===== src/rtl/assert_macros.svh =====
// assertion macros shared by the rtl of the edge finder
`ifndef ASSERT_MACROS_SVH
`define ASSERT_MACROS_SVH

`ifndef ASSERT_OFF

// property must hold at every clock edge out of reset
`define RMDEF_ASSERT(lbl, prop, msg) \
    lbl: assert property (@(posedge clk) disable iff (!rst_n) (prop)) else $error(msg);

// expression must never be true out of reset
`define RMDEF_ASSERT_NEVER(lbl, expr, msg) \
    lbl: assert property (@(posedge clk) disable iff (!rst_n) !(expr)) else $error(msg);

`else

`define RMDEF_ASSERT(lbl, prop, msg)

`define RMDEF_ASSERT_NEVER(lbl, expr, msg)

`endif

`endif


===== src/rtl/rmdef_pkg.sv =====
// shared types and constants of the red mask door edge finder
`timescale 1ns / 1ps

package rmdef_pkg;

    localparam int POS_W       = 12;
    localparam int PIX_W       = 8;
    localparam int COUNT_W     = 5;
    localparam int GREEN_SUM_W = 18;
    localparam int CFG_IDX_W   = 2;

    localparam int BAND_START_ROW = 50;
    localparam int EDGE_THRESHOLD = 10;

    localparam int DEF_SCAN_COLUMNS = 50;
    localparam int DEF_BAND_ROWS    = 20;
    localparam int DEF_CORNER_ROWS  = 30;
    localparam int DEF_CORNER_COLS  = 20;

    localparam logic [POS_W-1:0] WIDTH_RESET  = 12'd640;
    localparam logic [POS_W-1:0] HEIGHT_RESET = 12'd480;

    typedef enum logic [CFG_IDX_W-1:0] {
        CFG_FRAME_WIDTH  = 2'd0,
        CFG_FRAME_HEIGHT = 2'd1
    } cfg_reg_t;

    // where a pixel falls in the frame
    typedef struct packed {
        logic left_band;
        logic right_band;
        logic corner_left;
        logic corner_right;
        logic row_end;
        logic frame_end;
    } pix_flags_t;

endpackage


===== src/rtl/rmdef_count_mem.sv =====
// band count memory with per-entry valid bits and write-to-read bypass
`timescale 1ns / 1ps

module rmdef_count_mem
    import rmdef_pkg::*;
#(
    parameter int DEPTH  = DEF_SCAN_COLUMNS,
    parameter int ADDR_W = 6,
    parameter int DATA_W = COUNT_W
)
(
    input  logic              clk,
    input  logic              rst_n,
    input  logic              rd_en,
    input  logic [ADDR_W-1:0] rd_addr,
    input  logic              wr_en,
    input  logic [ADDR_W-1:0] wr_addr,
    input  logic [DATA_W-1:0] wr_data,
    input  logic              clear,
    output logic [DATA_W-1:0] rd_data
);

    logic [DATA_W-1:0] mem_reg [DEPTH];
    logic [DEPTH-1:0]  valid_reg;
    logic [DATA_W-1:0] rd_data_reg;

    always_ff @(posedge clk)
    begin
        if (wr_en)
        begin
            mem_reg[wr_addr] <= wr_data;
        end
    end

    // clearing the valid bits empties the whole table
    always_ff @(posedge clk or negedge rst_n)
    begin
        if (!rst_n)
        begin
            valid_reg <= '0;
        end
        else if (clear)
        begin
            valid_reg <= '0;
        end
        else if (wr_en)
        begin
            valid_reg[wr_addr] <= 1'b1;
        end
    end

    always_ff @(posedge clk)
    begin
        if (rd_en)
        begin
            if (clear)
            begin
                rd_data_reg <= '0;
            end
            else if (wr_en && (wr_addr == rd_addr))
            begin
                rd_data_reg <= wr_data;
            end
            else if (valid_reg[rd_addr])
            begin
                rd_data_reg <= mem_reg[rd_addr];
            end
            else
            begin
                rd_data_reg <= '0;
            end
        end
    end

    assign rd_data = rd_data_reg;

endmodule


===== src/rtl/rmdef_raster_pos.sv =====
// raster position counters and per-pixel region decode
`timescale 1ns / 1ps

module rmdef_raster_pos
    import rmdef_pkg::*;
#(
    parameter int SCAN_COLUMNS = DEF_SCAN_COLUMNS,
    parameter int BAND_ROWS    = DEF_BAND_ROWS,
    parameter int CORNER_ROWS  = DEF_CORNER_ROWS,
    parameter int CORNER_COLS  = DEF_CORNER_COLS,
    parameter int IDX_W        = 6
)
(
    input  logic             clk,
    input  logic             rst_n,
    input  logic             advance,
    input  logic [POS_W-1:0] frame_width,
    input  logic [POS_W-1:0] frame_height,
    output pix_flags_t       flags,
    output logic [POS_W-1:0] column_pos,
    output logic [POS_W-1:0] row_pos,
    output logic [IDX_W-1:0] left_index,
    output logic [IDX_W-1:0] right_index
);

    localparam logic [POS_W:0] SCAN_EXT    = (POS_W+1)'(SCAN_COLUMNS);
    localparam logic [POS_W:0] CORNER_C    = (POS_W+1)'(CORNER_COLS);
    localparam logic [POS_W:0] CORNER_R    = (POS_W+1)'(CORNER_ROWS);
    localparam logic [POS_W:0] BAND_LO     = (POS_W+1)'(BAND_START_ROW);
    localparam logic [POS_W:0] BAND_HI     = (POS_W+1)'(BAND_START_ROW + BAND_ROWS);
    localparam logic [POS_W:0] ONE_EXT     = (POS_W+1)'(1);

    logic [POS_W-1:0] column_reg, column_next;
    logic [POS_W-1:0] row_reg, row_next;
    logic [POS_W:0]   x_ext, y_ext, w_ext, h_ext;
    logic [POS_W:0]   k_ext;
    logic             band_row;
    logic             in_corner_rows;

    assign x_ext = {1'b0, column_reg};
    assign y_ext = {1'b0, row_reg};
    assign w_ext = {1'b0, frame_width};
    assign h_ext = {1'b0, frame_height};

    // right-side column counted from the scan window start toward the frame edge
    assign k_ext = x_ext + SCAN_EXT - w_ext;

    assign band_row       = (y_ext >= BAND_LO) && (y_ext < BAND_HI);
    assign in_corner_rows = (y_ext < CORNER_R);

    always_comb
    begin
        flags.row_end      = (x_ext + ONE_EXT) >= w_ext;
        flags.frame_end    = flags.row_end && ((y_ext + ONE_EXT) >= h_ext);
        flags.left_band    = band_row && (x_ext < SCAN_EXT);
        flags.right_band   = band_row && (x_ext < w_ext) && ((x_ext + SCAN_EXT) >= w_ext);
        flags.corner_left  = in_corner_rows && (x_ext < CORNER_C);
        flags.corner_right = in_corner_rows && !(x_ext < CORNER_C)
                             && ((x_ext + CORNER_C) >= w_ext);
    end

    assign left_index  = flags.left_band  ? column_reg[IDX_W-1:0] : '0;
    assign right_index = flags.right_band ? k_ext[IDX_W-1:0]      : '0;

    always_comb
    begin
        column_next = column_reg;
        row_next    = row_reg;
        if (advance)
        begin
            if (flags.frame_end)
            begin
                column_next = '0;
                row_next    = '0;
            end
            else if (flags.row_end)
            begin
                column_next = '0;
                row_next    = row_reg + POS_W'(1);
            end
            else
            begin
                column_next = column_reg + POS_W'(1);
            end
        end
    end

    always_ff @(posedge clk or negedge rst_n)
    begin
        if (!rst_n)
        begin
            column_reg <= '0;
            row_reg    <= '0;
        end
        else
        begin
            column_reg <= column_next;
            row_reg    <= row_next;
        end
    end

    assign column_pos = column_reg;
    assign row_pos    = row_reg;

endmodule


===== src/rtl/rmdef_frame_stats.sv =====
// mask decision, corner green sums, band count update and side/edge pick
`timescale 1ns / 1ps

module rmdef_frame_stats
    import rmdef_pkg::*;
#(
    parameter int SCAN_COLUMNS = DEF_SCAN_COLUMNS,
    parameter int IDX_W        = 6
)
(
    input  logic               clk,
    input  logic               rst_n,
    input  logic               step,
    input  logic [PIX_W-1:0]   red,
    input  logic [PIX_W-1:0]   green,
    input  logic [PIX_W-1:0]   blue,
    input  pix_flags_t         flags,
    input  logic [IDX_W-1:0]   left_index,
    input  logic [IDX_W-1:0]   right_index,
    input  logic [COUNT_W-1:0] left_count,
    input  logic [COUNT_W-1:0] right_count,
    input  logic [POS_W-1:0]   frame_width,
    output logic               left_wr_en,
    output logic               right_wr_en,
    output logic [COUNT_W-1:0] left_wr_data,
    output logic [COUNT_W-1:0] right_wr_data,
    output logic               clear,
    output logic               mask_bit,
    output logic               door_on_right,
    output logic [POS_W-1:0]   edge_column
);

    localparam logic [COUNT_W-1:0] THRESH = COUNT_W'(EDGE_THRESHOLD);

    logic [9:0]             total;
    logic [10:0]            five_red;
    logic                   mask;
    logic                   left_cross, right_cross;
    logic [GREEN_SUM_W:0]   left_sum, right_sum;
    logic [GREEN_SUM_W-1:0] left_green_upd, right_green_upd;
    logic                   left_found_upd, right_found_upd;
    logic [IDX_W-1:0]       left_idx_upd, right_idx_upd;
    logic                   right_side;
    logic [POS_W-1:0]       col;

    logic [GREEN_SUM_W-1:0] left_green_reg, left_green_next;
    logic [GREEN_SUM_W-1:0] right_green_reg, right_green_next;
    logic                   left_found_reg, left_found_next;
    logic                   right_found_reg, right_found_next;
    logic [IDX_W-1:0]       left_idx_reg, left_idx_next;
    logic [IDX_W-1:0]       right_idx_reg, right_idx_next;

    // red dominant when 5r > 2(r+g+b); black gives 0 > 0, so mask 1
    assign total    = 10'(red) + 10'(green) + 10'(blue);
    assign five_red = {1'b0, red, 2'b00} + 11'(red);
    assign mask     = !(five_red > {total, 1'b0});

    assign left_wr_en    = step && flags.left_band && !mask;
    assign right_wr_en   = step && flags.right_band && !mask;
    assign left_wr_data  = left_count + COUNT_W'(1);
    assign right_wr_data = right_count + COUNT_W'(1);
    assign left_cross    = left_wr_en && (left_count == THRESH);
    assign right_cross   = right_wr_en && (right_count == THRESH);

    // saturating corner sums, current pixel included
    assign left_sum  = {1'b0, left_green_reg} + (GREEN_SUM_W+1)'(green);
    assign right_sum = {1'b0, right_green_reg} + (GREEN_SUM_W+1)'(green);

    always_comb
    begin
        left_green_upd  = left_green_reg;
        right_green_upd = right_green_reg;
        if (flags.corner_left)
        begin
            left_green_upd = left_sum[GREEN_SUM_W] ? '1 : left_sum[GREEN_SUM_W-1:0];
        end
        else if (flags.corner_right)
        begin
            right_green_upd = right_sum[GREEN_SUM_W] ? '1 : right_sum[GREEN_SUM_W-1:0];
        end
    end

    // outermost-first search kept as running min (left) and max (right)
    always_comb
    begin
        left_found_upd  = left_found_reg || left_cross;
        left_idx_upd    = left_idx_reg;
        right_found_upd = right_found_reg || right_cross;
        right_idx_upd   = right_idx_reg;
        if (left_cross && (!left_found_reg || (left_index < left_idx_reg)))
        begin
            left_idx_upd = left_index;
        end
        if (right_cross && (!right_found_reg || (right_index > right_idx_reg)))
        begin
            right_idx_upd = right_index;
        end
    end

    assign right_side = !(right_green_upd > left_green_upd);

    always_comb
    begin
        col = '0;
        if (right_side)
        begin
            if (right_found_upd)
            begin
                col = frame_width - POS_W'(SCAN_COLUMNS) + POS_W'(right_idx_upd);
            end
        end
        else if (left_found_upd)
        begin
            col = POS_W'(left_idx_upd);
        end
    end

    assign clear         = step && flags.frame_end;
    assign mask_bit      = mask;
    assign door_on_right = flags.frame_end && right_side;
    assign edge_column   = flags.frame_end ? col : '0;

    always_comb
    begin
        left_green_next  = left_green_reg;
        right_green_next = right_green_reg;
        left_found_next  = left_found_reg;
        right_found_next = right_found_reg;
        left_idx_next    = left_idx_reg;
        right_idx_next   = right_idx_reg;
        if (step)
        begin
            if (flags.frame_end)
            begin
                left_green_next  = '0;
                right_green_next = '0;
                left_found_next  = 1'b0;
                right_found_next = 1'b0;
                left_idx_next    = '0;
                right_idx_next   = '0;
            end
            else
            begin
                left_green_next  = left_green_upd;
                right_green_next = right_green_upd;
                left_found_next  = left_found_upd;
                right_found_next = right_found_upd;
                left_idx_next    = left_idx_upd;
                right_idx_next   = right_idx_upd;
            end
        end
    end

    always_ff @(posedge clk or negedge rst_n)
    begin
        if (!rst_n)
        begin
            left_green_reg  <= '0;
            right_green_reg <= '0;
            left_found_reg  <= 1'b0;
            right_found_reg <= 1'b0;
            left_idx_reg    <= '0;
            right_idx_reg   <= '0;
        end
        else
        begin
            left_green_reg  <= left_green_next;
            right_green_reg <= right_green_next;
            left_found_reg  <= left_found_next;
            right_found_reg <= right_found_next;
            left_idx_reg    <= left_idx_next;
            right_idx_reg   <= right_idx_next;
        end
    end

endmodule


===== src/rtl/red_mask_door_edge_finder.sv =====
// top level: pixel stage, count memories and result register of the edge finder
// a pixel taken into the pixel stage moves into the result register once that register is free
// throughput: one pixel per cycle while result_stall does not hold the stages; the band count is read
//   when a pixel is taken and written from the pixel stage, and a pixel is still taken while a finished
//   result waits if the pixel stage is free; reset (asynchronous, active low) zeroes position, corner
//   sums, band valid bits and handshake state and loads width 640, height 480; no clearing pass follows
`timescale 1ns / 1ps

`include "assert_macros.svh"

module red_mask_door_edge_finder
    import rmdef_pkg::*;
#(
    parameter int SCAN_COLUMNS = DEF_SCAN_COLUMNS,
    parameter int BAND_ROWS    = DEF_BAND_ROWS,
    parameter int CORNER_ROWS  = DEF_CORNER_ROWS,
    parameter int CORNER_COLS  = DEF_CORNER_COLS
)
(
    input  logic                 clk,
    input  logic                 rst_n,
    input  logic                 cfg_write_en,
    input  logic [CFG_IDX_W-1:0] cfg_index,
    input  logic [POS_W-1:0]     cfg_data,
    input  logic                 pixel_valid,
    output logic                 pixel_stall,
    input  logic [PIX_W-1:0]     red,
    input  logic [PIX_W-1:0]     green,
    input  logic [PIX_W-1:0]     blue,
    output logic                 result_valid,
    input  logic                 result_stall,
    output logic                 mask_bit,
    output logic                 frame_done,
    output logic                 door_on_right,
    output logic [POS_W-1:0]     edge_column
);

    localparam int IDX_W = (SCAN_COLUMNS > 1) ? $clog2(SCAN_COLUMNS) : 1;

    logic [POS_W-1:0]   frame_width_reg, frame_height_reg;

    logic               pixel_accept;
    logic               result_accept;
    logic               res_ready;
    logic               a_step;
    logic               a_valid_reg, a_valid_next;
    logic               res_valid_reg, res_valid_next;

    pix_flags_t         pix_flags;
    logic [POS_W-1:0]   column_pos, row_pos;
    logic [IDX_W-1:0]   left_index, right_index;

    logic [PIX_W-1:0]   red_a_reg, green_a_reg, blue_a_reg;
    pix_flags_t         flags_a_reg;
    logic [IDX_W-1:0]   left_index_a_reg, right_index_a_reg;

    logic [COUNT_W-1:0] left_count, right_count;
    logic               left_wr_en, right_wr_en;
    logic [COUNT_W-1:0] left_wr_data, right_wr_data;
    logic               clear;
    logic               mask_a;
    logic               door_a;
    logic [POS_W-1:0]   edge_a;

    logic               mask_bit_reg, frame_done_reg, door_reg;
    logic [POS_W-1:0]   edge_reg;

    // configuration registers
    always_ff @(posedge clk or negedge rst_n)
    begin
        if (!rst_n)
        begin
            frame_width_reg  <= WIDTH_RESET;
            frame_height_reg <= HEIGHT_RESET;
        end
        else if (cfg_write_en)
        begin
            if (cfg_index == CFG_FRAME_WIDTH)
            begin
                frame_width_reg <= cfg_data;
            end
            else if (cfg_index == CFG_FRAME_HEIGHT)
            begin
                frame_height_reg <= cfg_data;
            end
        end
    end

    // handshake
    assign res_ready     = !res_valid_reg || !result_stall;
    assign a_step        = a_valid_reg && res_ready;
    assign pixel_stall   = a_valid_reg && !res_ready;
    assign pixel_accept  = pixel_valid && !pixel_stall;
    assign result_accept = res_valid_reg && !result_stall;

    always_comb
    begin
        a_valid_next = a_valid_reg;
        if (pixel_accept)
        begin
            a_valid_next = 1'b1;
        end
        else if (a_step)
        begin
            a_valid_next = 1'b0;
        end

        res_valid_next = res_valid_reg;
        if (a_step)
        begin
            res_valid_next = 1'b1;
        end
        else if (result_accept)
        begin
            res_valid_next = 1'b0;
        end
    end

    always_ff @(posedge clk or negedge rst_n)
    begin
        if (!rst_n)
        begin
            a_valid_reg   <= 1'b0;
            res_valid_reg <= 1'b0;
        end
        else
        begin
            a_valid_reg   <= a_valid_next;
            res_valid_reg <= res_valid_next;
        end
    end

    rmdef_raster_pos #(
        .SCAN_COLUMNS (SCAN_COLUMNS),
        .BAND_ROWS    (BAND_ROWS),
        .CORNER_ROWS  (CORNER_ROWS),
        .CORNER_COLS  (CORNER_COLS),
        .IDX_W        (IDX_W)
    ) u_raster_pos (
        .clk          (clk),
        .rst_n        (rst_n),
        .advance      (pixel_accept),
        .frame_width  (frame_width_reg),
        .frame_height (frame_height_reg),
        .flags        (pix_flags),
        .column_pos   (column_pos),
        .row_pos      (row_pos),
        .left_index   (left_index),
        .right_index  (right_index)
    );

    // pixel stage
    always_ff @(posedge clk)
    begin
        if (pixel_accept)
        begin
            red_a_reg         <= red;
            green_a_reg       <= green;
            blue_a_reg        <= blue;
            flags_a_reg       <= pix_flags;
            left_index_a_reg  <= left_index;
            right_index_a_reg <= right_index;
        end
    end

    rmdef_count_mem #(
        .DEPTH   (SCAN_COLUMNS),
        .ADDR_W  (IDX_W),
        .DATA_W  (COUNT_W)
    ) u_left_counts (
        .clk     (clk),
        .rst_n   (rst_n),
        .rd_en   (pixel_accept),
        .rd_addr (left_index),
        .wr_en   (left_wr_en),
        .wr_addr (left_index_a_reg),
        .wr_data (left_wr_data),
        .clear   (clear),
        .rd_data (left_count)
    );

    rmdef_count_mem #(
        .DEPTH   (SCAN_COLUMNS),
        .ADDR_W  (IDX_W),
        .DATA_W  (COUNT_W)
    ) u_right_counts (
        .clk     (clk),
        .rst_n   (rst_n),
        .rd_en   (pixel_accept),
        .rd_addr (right_index),
        .wr_en   (right_wr_en),
        .wr_addr (right_index_a_reg),
        .wr_data (right_wr_data),
        .clear   (clear),
        .rd_data (right_count)
    );

    rmdef_frame_stats #(
        .SCAN_COLUMNS  (SCAN_COLUMNS),
        .IDX_W         (IDX_W)
    ) u_frame_stats (
        .clk           (clk),
        .rst_n         (rst_n),
        .step          (a_step),
        .red           (red_a_reg),
        .green         (green_a_reg),
        .blue          (blue_a_reg),
        .flags         (flags_a_reg),
        .left_index    (left_index_a_reg),
        .right_index   (right_index_a_reg),
        .left_count    (left_count),
        .right_count   (right_count),
        .frame_width   (frame_width_reg),
        .left_wr_en    (left_wr_en),
        .right_wr_en   (right_wr_en),
        .left_wr_data  (left_wr_data),
        .right_wr_data (right_wr_data),
        .clear         (clear),
        .mask_bit      (mask_a),
        .door_on_right (door_a),
        .edge_column   (edge_a)
    );

    // result register
    always_ff @(posedge clk)
    begin
        if (a_step)
        begin
            mask_bit_reg   <= mask_a;
            frame_done_reg <= flags_a_reg.frame_end;
            door_reg       <= door_a;
            edge_reg       <= edge_a;
        end
    end

    assign result_valid  = res_valid_reg;
    assign mask_bit      = mask_bit_reg;
    assign frame_done    = frame_done_reg;
    assign door_on_right = door_reg;
    assign edge_column   = edge_reg;

    `RMDEF_ASSERT(a_side_only_at_end,
        (result_valid && !frame_done) |-> (!door_on_right && (edge_column == '0)),
        "side or column reported before frame end")
    `RMDEF_ASSERT(a_pos_wraps,
        (pixel_accept && pix_flags.frame_end) |=> ((column_pos == '0) && (row_pos == '0)),
        "position not reset after last pixel")
    `RMDEF_ASSERT_NEVER(a_empty_stage_stall, !a_valid_reg && pixel_stall,
        "pixel stalled with empty pixel stage")

endmodule


===== config.mk =====
export PLATFORM = sky130hd
export DESIGN_NAME = red_mask_door_edge_finder
export DESIGN_NICKNAME = d
export VERILOG_FILES = /design/src/rtl/rmdef_pkg.sv /design/src/rtl/rmdef_count_mem.sv /design/src/rtl/rmdef_raster_pos.sv /design/src/rtl/rmdef_frame_stats.sv /design/src/rtl/red_mask_door_edge_finder.sv
export VERILOG_INCLUDE_DIRS = /design/src /design/src/rtl
export SDC_FILE = /design/constraint.sdc
export NUM_CORES = 1
export LEC_CHECK = 0
export BUFFER_PORTS_ARGS = -buffer_cell sky130_fd_sc_hd__buf_4
export CAP_MARGIN = 20
export CORE_ASPECT_RATIO = 2
export CORE_MARGIN = 2
export CORE_UTILIZATION = 60
export DETAILED_ROUTE_END_ITERATION = 8
export PLACE_DENSITY = 0.89
export RECOVER_POWER = 100
export SLEW_MARGIN = 20
export SYNTH_ARGS = -nofsm -noshare
export SYNTH_HDL_FRONTEND = slang
export SYNTH_SLANG_ARGS = --single-unit

===== constraint.sdc =====
create_clock -name clk -period 20.8 [get_ports clk]
set_input_delay 4.16 -clock clk [delete_from_list [all_inputs] [get_ports clk]]
set_output_delay 4.16 -clock clk [all_outputs]
set_load 0.005 [all_outputs]

==> results.json, run 1 <==
{
  "status": "complete, but fails checks",
  "violations": "max-capacitance violations, max-slew violations",
  "ys_seq_area_frac": 0.5914,
  "grt_pass1_vias": 27243,
  "p_per_area_nw_per_um2": 116.3,
  "numCtsBuffers": 67,
  "dieArea_um2": 64150,
  "clockBufferDepth": 3,
  "core_area_um2": 61660,
  "end_kind": "flip-flop",
  "initial_core_util": 0.6036,
  "path_class": "in -> reg",
  "max-slew-margin-rel": -1.868,
  "ys_types": 101,
  "cts_resized": 0,
  "cp_max_fo": 51,
  "cap_violations": 22,
  "final_nets": 3282,
  "hpwlAfterDp_um": 68680,
  "cts.clk_slew.worst_paths_ns": 0.06,
  "drtPass1Iterations": 6,
  "hp-class": "reg -> reg",
  "async_flop_share": 0.2611,
  "ir_drop_uv": 150.9,
  "post-cts-setup-buffers": 0,
  "ctsHoldBuffers": 0,
  "clock_skew_ns": 0.02157,
  "n_fill_cell": 4332,
  "grt_max_degree": 78,
  "final_antenna_net_count": 0,
  "die_w_um": 180.1,
  "crit_arrival_ns": 11.80,
  "htree_levels": 3,
  "cp_data_required_time_ns": 21.20,
  "synth-seq-cells": 766,
  "cts_tree": "done",
  "gp_congestion": 1.016,
  "grt_setup_unrepaired": "false",
  "clkLatencyLatePin_ns": 0.63,
  "syn_inst": 3045,
  "fmax_mhz": 87.72,
  "rows": 129,
  "die_y_um": 356.2,
  "antenna_found_initial": 0,
  "fin_crit_sh": 0.5480,
  "area_growth_pct": 8.991,
  "vias_per_cell": 6.781,
  "io_pins": 60,
  "syn-num-nets": 3256,
  "dr.first_iter.drc_count": 2972,
  "worst_pin_slew_ns": 4.301,
  "reg2reg_slack_ns": 10.88,
  "endpoint": "u_right_counts.rd_data[4]",
  "root_buffer": "clkbuf_16",
  "syn_avg_cell_area_um2": 12.22,
  "grt_overflow": 0,
  "drc": 0,
  "port_buffers": 59,
  "r2r-start": "u_raster_pos.column_pos[0]",
  "placed_cells": 3788,
  "p_leak_nw": 15.37,
  "finalHoldViolCount": 0,
  "hold_depth": 1,
  "totalWireLength_um": 102700,
  "grt_pass1_wl_um": 155700,
  "startpoint_type": "input port",
  "num_vias": 26528,
  "setup_tns_ns": 0,
  "setup_viol": 0,
  "synth_flop_cell": "edfxtp_1",
  "syn-cell-area_um2": 37210,
  "slew_viol_final": 1022,
  "r2r_cells": 13,
  "period_needed_ns": 11.40,
  "drive_above_1_share": 0.09824,
  "synth_edf_count": 566,
  "grt_usage": 0.3204,
  "critical_path.startpoint": "result_stall",
  "wire_per_inst_um": 26.26,
  "r2r_end": "u_right_counts.rd_data[2]",
  "yosysWarnings": 0,
  "stdcell_count": 3912,
  "cts.sinks": 766
}
==> kinds of logic after synthesis <==
| logic type | share of synthesized area |
|---|---|
| AOI/OAI and AO/OA | 0.1296 |
| xor gates and xnor gates | 0.02343 |
| adders and majority gates | 0.05810 |
| buffers and inverters | 0.02939 |
| DFF | 0.5914 |
| muxes | 0.06150 |
| and+or+nand+nor | 0.1065 |
==> placed cells by master (no fill, tap or decap), types with 10 or more instances in the layout <==
master	n
ha_1	160
a221oi_1	17
mux4_2	34
dfrtp_1	194
a21oi_1	137
and2_1	19
o21ai_0	144
nor2_1	290
nand3_1	70
edfxtp_1	566
xnor2_1	58
clkbuf_16	69
o21a_1	90
inv_1	108
a21o_1	27
and3_1	24
a31oi_1	37
nand3b_1	10
clkbuf_4	34
o31ai_1	22
nor2b_1	34
a22o_1	10
a21boi_0	13
or3_1	14
mux2i_1	97
a311oi_1	12
xor2_1	32
nand2b_1	23
o22ai_1	41
clkbuf_1	50
clkinv_1	11
nor3_1	43
nand4_1	16
buf_4	38
mux2_2	45
nand2_1	249
a211oi_1	40
o211ai_1	13
nor4_1	13
==> final cells by class <==
cell class | instances | area [um2] | share of cell area
Tap cell | 786 | 983.4 | 0.02425
Clock buffer | 91 | 1889 | 0.04658
Multi-Input combinational cell | 2011 | 14210 | 0.3504
Sequential cell | 766 | 22010 | 0.5426
Clock inverter | 32 | 346.6 | 0.008545
Timing Repair Buffer | 108 | 675.6 | 0.01666
Antenna cell | 1 | 2.502 | 0.00006170
Inverter | 117 | 439.2 | 0.01083
==> worst min-delay path by stage <==
| stage | start | endpoint | slack [ns] |
|---|---|---|---|
| after global routing | u_left_counts.valid_reg[25] | u_left_counts.valid_reg[25] | 0.50 |
| after global placement | u_right_counts.valid_reg[46] | u_right_counts.valid_reg[46] | 0.47 |
| after detailed placement | u_right_counts.valid_reg[42] | u_right_counts.valid_reg[42] | 0.47 |
| after CTS | u_right_counts.valid_reg[42] | u_right_counts.valid_reg[42] | 0.49 |
| after floorplan | flags_a_reg[0] | frame_done | 0.42 |
| final | u_right_counts.valid_reg[42] | u_right_counts.valid_reg[42] | 0.49 |
==> synthesized netlist by cell type (all sizes together), types with 15 or more instances <==
| master | instances | area share |
|---|---|---|
| nor4 | 16 | 0.0035 |
| and2 | 23 | 0.0039 |
| inv | 111 | 0.011 |
| mux2 | 49 | 0.015 |
| a21o | 27 | 0.0054 |
| nand4 | 16 | 0.0027 |
| nand3 | 70 | 0.0094 |
| o22ai | 41 | 0.0069 |
| a211oi | 41 | 0.0085 |
| edfxtp | 566 | 0.46 |
| dfrtp | 194 | 0.13 |
| o211ai | 15 | 0.0035 |
| buf | 60 | 0.0083 |
| xnor2 | 61 | 0.014 |
| nor3 | 47 | 0.0072 |
| clkbuf | 91 | 0.0092 |
| a221oi | 17 | 0.0040 |
| mux2i | 97 | 0.026 |
| a31oi | 37 | 0.0062 |
| mux4 | 34 | 0.021 |
| a21oi | 137 | 0.018 |
| o21ai | 151 | 0.020 |
| nand2b | 23 | 0.0039 |
| ha | 160 | 0.054 |
| and3 | 24 | 0.0040 |
| o21a | 90 | 0.018 |
| nor2 | 292 | 0.030 |
| o31ai | 22 | 0.0046 |
| nand2 | 251 | 0.025 |
| xor2 | 36 | 0.0085 |
| nor2b | 34 | 0.0057 |
==> per-layer routing <==
layer | routed length (um) | part of all wire | GRT usage | vias to the layer above
li1 | - | - | - | 11410
met1 | 31130 | 0.30 | 0.3208 | 12801
met2 | 53630 | 0.52 | 0.5811 | 1686
met3 | 7941 | 0.077 | 0.05971 | 631
met4 | 10030 | 0.098 | 0.2523 | 0
met5 | 0 | 0 | 0 | -
==> power breakdown <==
part / internal (W) / total (W) / switching, W
sequential: 0.00171 / 0.00179 / 0.0000779
combinational: 0.000563 / 0.00164 / 0.00108
clock: 0.000709 / 0.00128 / 0.000573
total: 0.00298 / 0.00472 / 0.00173
==> critical path, cell delays in order <==
cell and delay [ns]:
clkbuf_4 0.11, nand2_1 0.06, nand2_1 0.07, clkbuf_1 1.47
clkinv_1 0.34, clkbuf_1 1.01, nand2_1 1.98, clkbuf_1 1.92
nand2b_1 0.29, o32ai_1 0.28
==> metrics by stage <==
stage	hold slack (ns)	util	worst slack, ns	power (W)	instance area [um2]
4_1_cts	0.4864	0.6613	12.07	0.004652	40780
2_1_floorplan	0.4244	-	12.32	0.002840	37210
5_1_grt	0.5010	0.6578	8.737	0.004879	40560
3_5_place_dp	0.4728	0.6251	11.86	0.003377	38540
3_3_place_gp	0.4663	0.6247	12.08	0.003342	38520
6_report	0.4858	0.6578	9.401	0.004716	40560
No activity file was read; power rests on OpenSTA's default activity.
==> run 2, diff against run 1 <==
- CORE_UTILIZATION: 60 -> 57
- PLACE_DENSITY: 0.89 -> 0.88
- clock period: 20.8 -> 10.4 ns (I/O delays scaled with it)
==> results.json, run 2 (synthesized netlist as in run 1, its figures left out) <==
{
  "status": "complete, but fails checks",
  "violations": "max-capacitance violations, max-slew violations",
  "period_needed_ns": 9.036,
  "die_y_um": 365.4,
  "cts_resized": 0,
  "wire_per_inst_um": 25.82,
  "met2_wirelength_um": 53610,
  "grt_setup_unrepaired": "false",
  "cts.sinks": 766,
  "area_growth_pct": 8.923,
  "die_w_um": 184.7,
  "hpwlAfterDp_um": 69430,
  "numCtsBuffers": 59,
  "cts_tree": "done",
  "cap_violations": 21,
  "layout_common_cells": "566 x edfxtp_1, 289 x nor2_1, 249 x nand2_1",
  "p_per_area_nw_per_um2": 228.4,
  "ctsHoldBuffers": 0,
  "grt_pass1_vias": 27169,
  "drc": 0,
  "final_nets": 3271,
  "vias_per_cell": 6.604,
  "slew_viol_final": 1070,
  "cp_data_required_time_ns": 10.91,
  "hp-start": "u_right_counts.valid_reg[11]",
  "r2r_cells": 13,
  "r2r-start": "u_raster_pos.column_pos[0]",
  "fin_crit_sh": 0.8688,
  "total_power_w": 0.009256,
  "final_common_cell": "edfxtp_1",
  "finalHoldViolCount": 0,
  "crit_arrival_ns": 9.54,
  "hold_depth": 2,
  "htree_levels": 2,
  "setup_tns_ns": 0,
  "gp_congestion": 1.004,
  "rows": 132,
  "diodes": 0,
  "final_antenna_net_count": 0,
  "routed.top_layer": "met4",
  "grt_max_degree": 103,
  "clockBufferDepth": 3,
  "num_vias": 26297,
  "path_class": "reg -> reg",
  "hp-class": "reg -> reg",
  "ir_drop_uv": 302.7,
  "worst_pin_slew_ns": 6.020,
  "totalWireLength_um": 102800,
  "initial_core_util": 0.5748,
  "drtPass1Iterations": 8,
  "fmax_mhz": 110.7,
  "port_buffers": 59,
  "core_area_um2": 64740,
  "io_pins": 60,
  "n_fill_cell": 4856,
  "setup_viol": 0,
  "grt_usage": 0.3090,
  "dieArea_um2": 67470,
  "cts.clk_slew.worst_paths_ns": 0.08,
  "cp_max_fo": 61,
  "dr.first_iter.drc_count": 2838,
  "drive_above_1_share": 0.1006,
  "antenna_found_initial": 0,
  "startpoint_type": "flip-flop",
  "grt_pass1_wl_um": 155900,
  "clkLatencyLatePin_ns": 0.66,
  "wl_met3_um": 7678,
  "end_kind": "flip-flop",
  "wl_met1_um": 31390,
  "critical_path.startpoint": "u_raster_pos.column_pos[0]",
  "grt_overflow": 0,
  "post-cts-setup-buffers": 0,
  "p_leak_nw": 15.31,
  "clock_skew_ns": 0.02942,
  "max-slew-margin-rel": -3.013,
  "root_buffer": "clkbuf_16",
  "final_util": 0.6261
}
[run 2: cell count changes in the layout (fill, tap and decap cells not counted), moves of 4 or more]
cell,change
clkbuf_1,-16
clkbuf_16,-10
clkinv_1,-4
clkinv_2,+6
clkinvlp_4,+6
[run 2: per-layer routing]
layer	track usage	vias to the layer above
li1	-	11386
met1	0.3057	12745
met2	0.5615	1573
met3	0.05179	593
met4	0.2510	0
met5	0	-
[run 2: final cells by class]
class	count	area, um2	share of cell area
Clock buffer	66	1563	0.03855
Tap cell	871	1090	0.02689
Multi-Input combinational cell	2011	14250	0.3515
Clock inverter	46	528.0	0.01303
Inverter	117	439.2	0.01083
Sequential cell	766	22010	0.5430
Timing Repair Buffer	105	659.4	0.01627
[run 2: worst paths after layout]
check / end / slack [ns]
worst max-delay path: u_raster_pos.row_pos[6] / 1.36
max in group asynchronous: u_right_counts.valid_reg[11] / 2.92
worst max register to register: u_raster_pos.row_pos[6] / 1.36
worst min register to register: u_right_counts.valid_reg[11] / 0.49
worst min-delay path: u_right_counts.valid_reg[11] / 0.49
min in group asynchronous: u_left_counts.valid_reg[38] / 3.65
[run 2: report_power, final]
part	total, W	switching (W)	internal (W)
registers	0.00358	0.000161	0.00342
clock network	0.00244	0.00114	0.00130
logic	0.00323	0.00212	0.00112
total	0.00926	0.00341	0.00584
[run 2: stage by stage]
stage               cell area [um2]  hold WS (ns)  worst slack, ns  instances
floorplan                     37210        0.4244            3.699       3045
global route                  40530        0.5042           0.8371       3982
detailed placement            38640        0.4721            2.457       3870
finish                        40530        0.4919            1.364       3982
global placement              38620        0.4643            2.793       3870
CTS                           40730        0.4947            2.338       3982
[run 2: critical path: stages, from the launching register on]
cell,delay (ns)
dfrtp_1,2.01
clkbuf_1,2.26
nand4_1,1.05
nor3_1,0.46
xor2_1,0.16
ha_1,0.32
and3_1,0.23
a221o_1,0.29
nor4_1,0.07
a21oi_1,0.34
or2_0,0.66
nand2_1,0.57
o21ai_0,0.29
o21ai_0,0.12
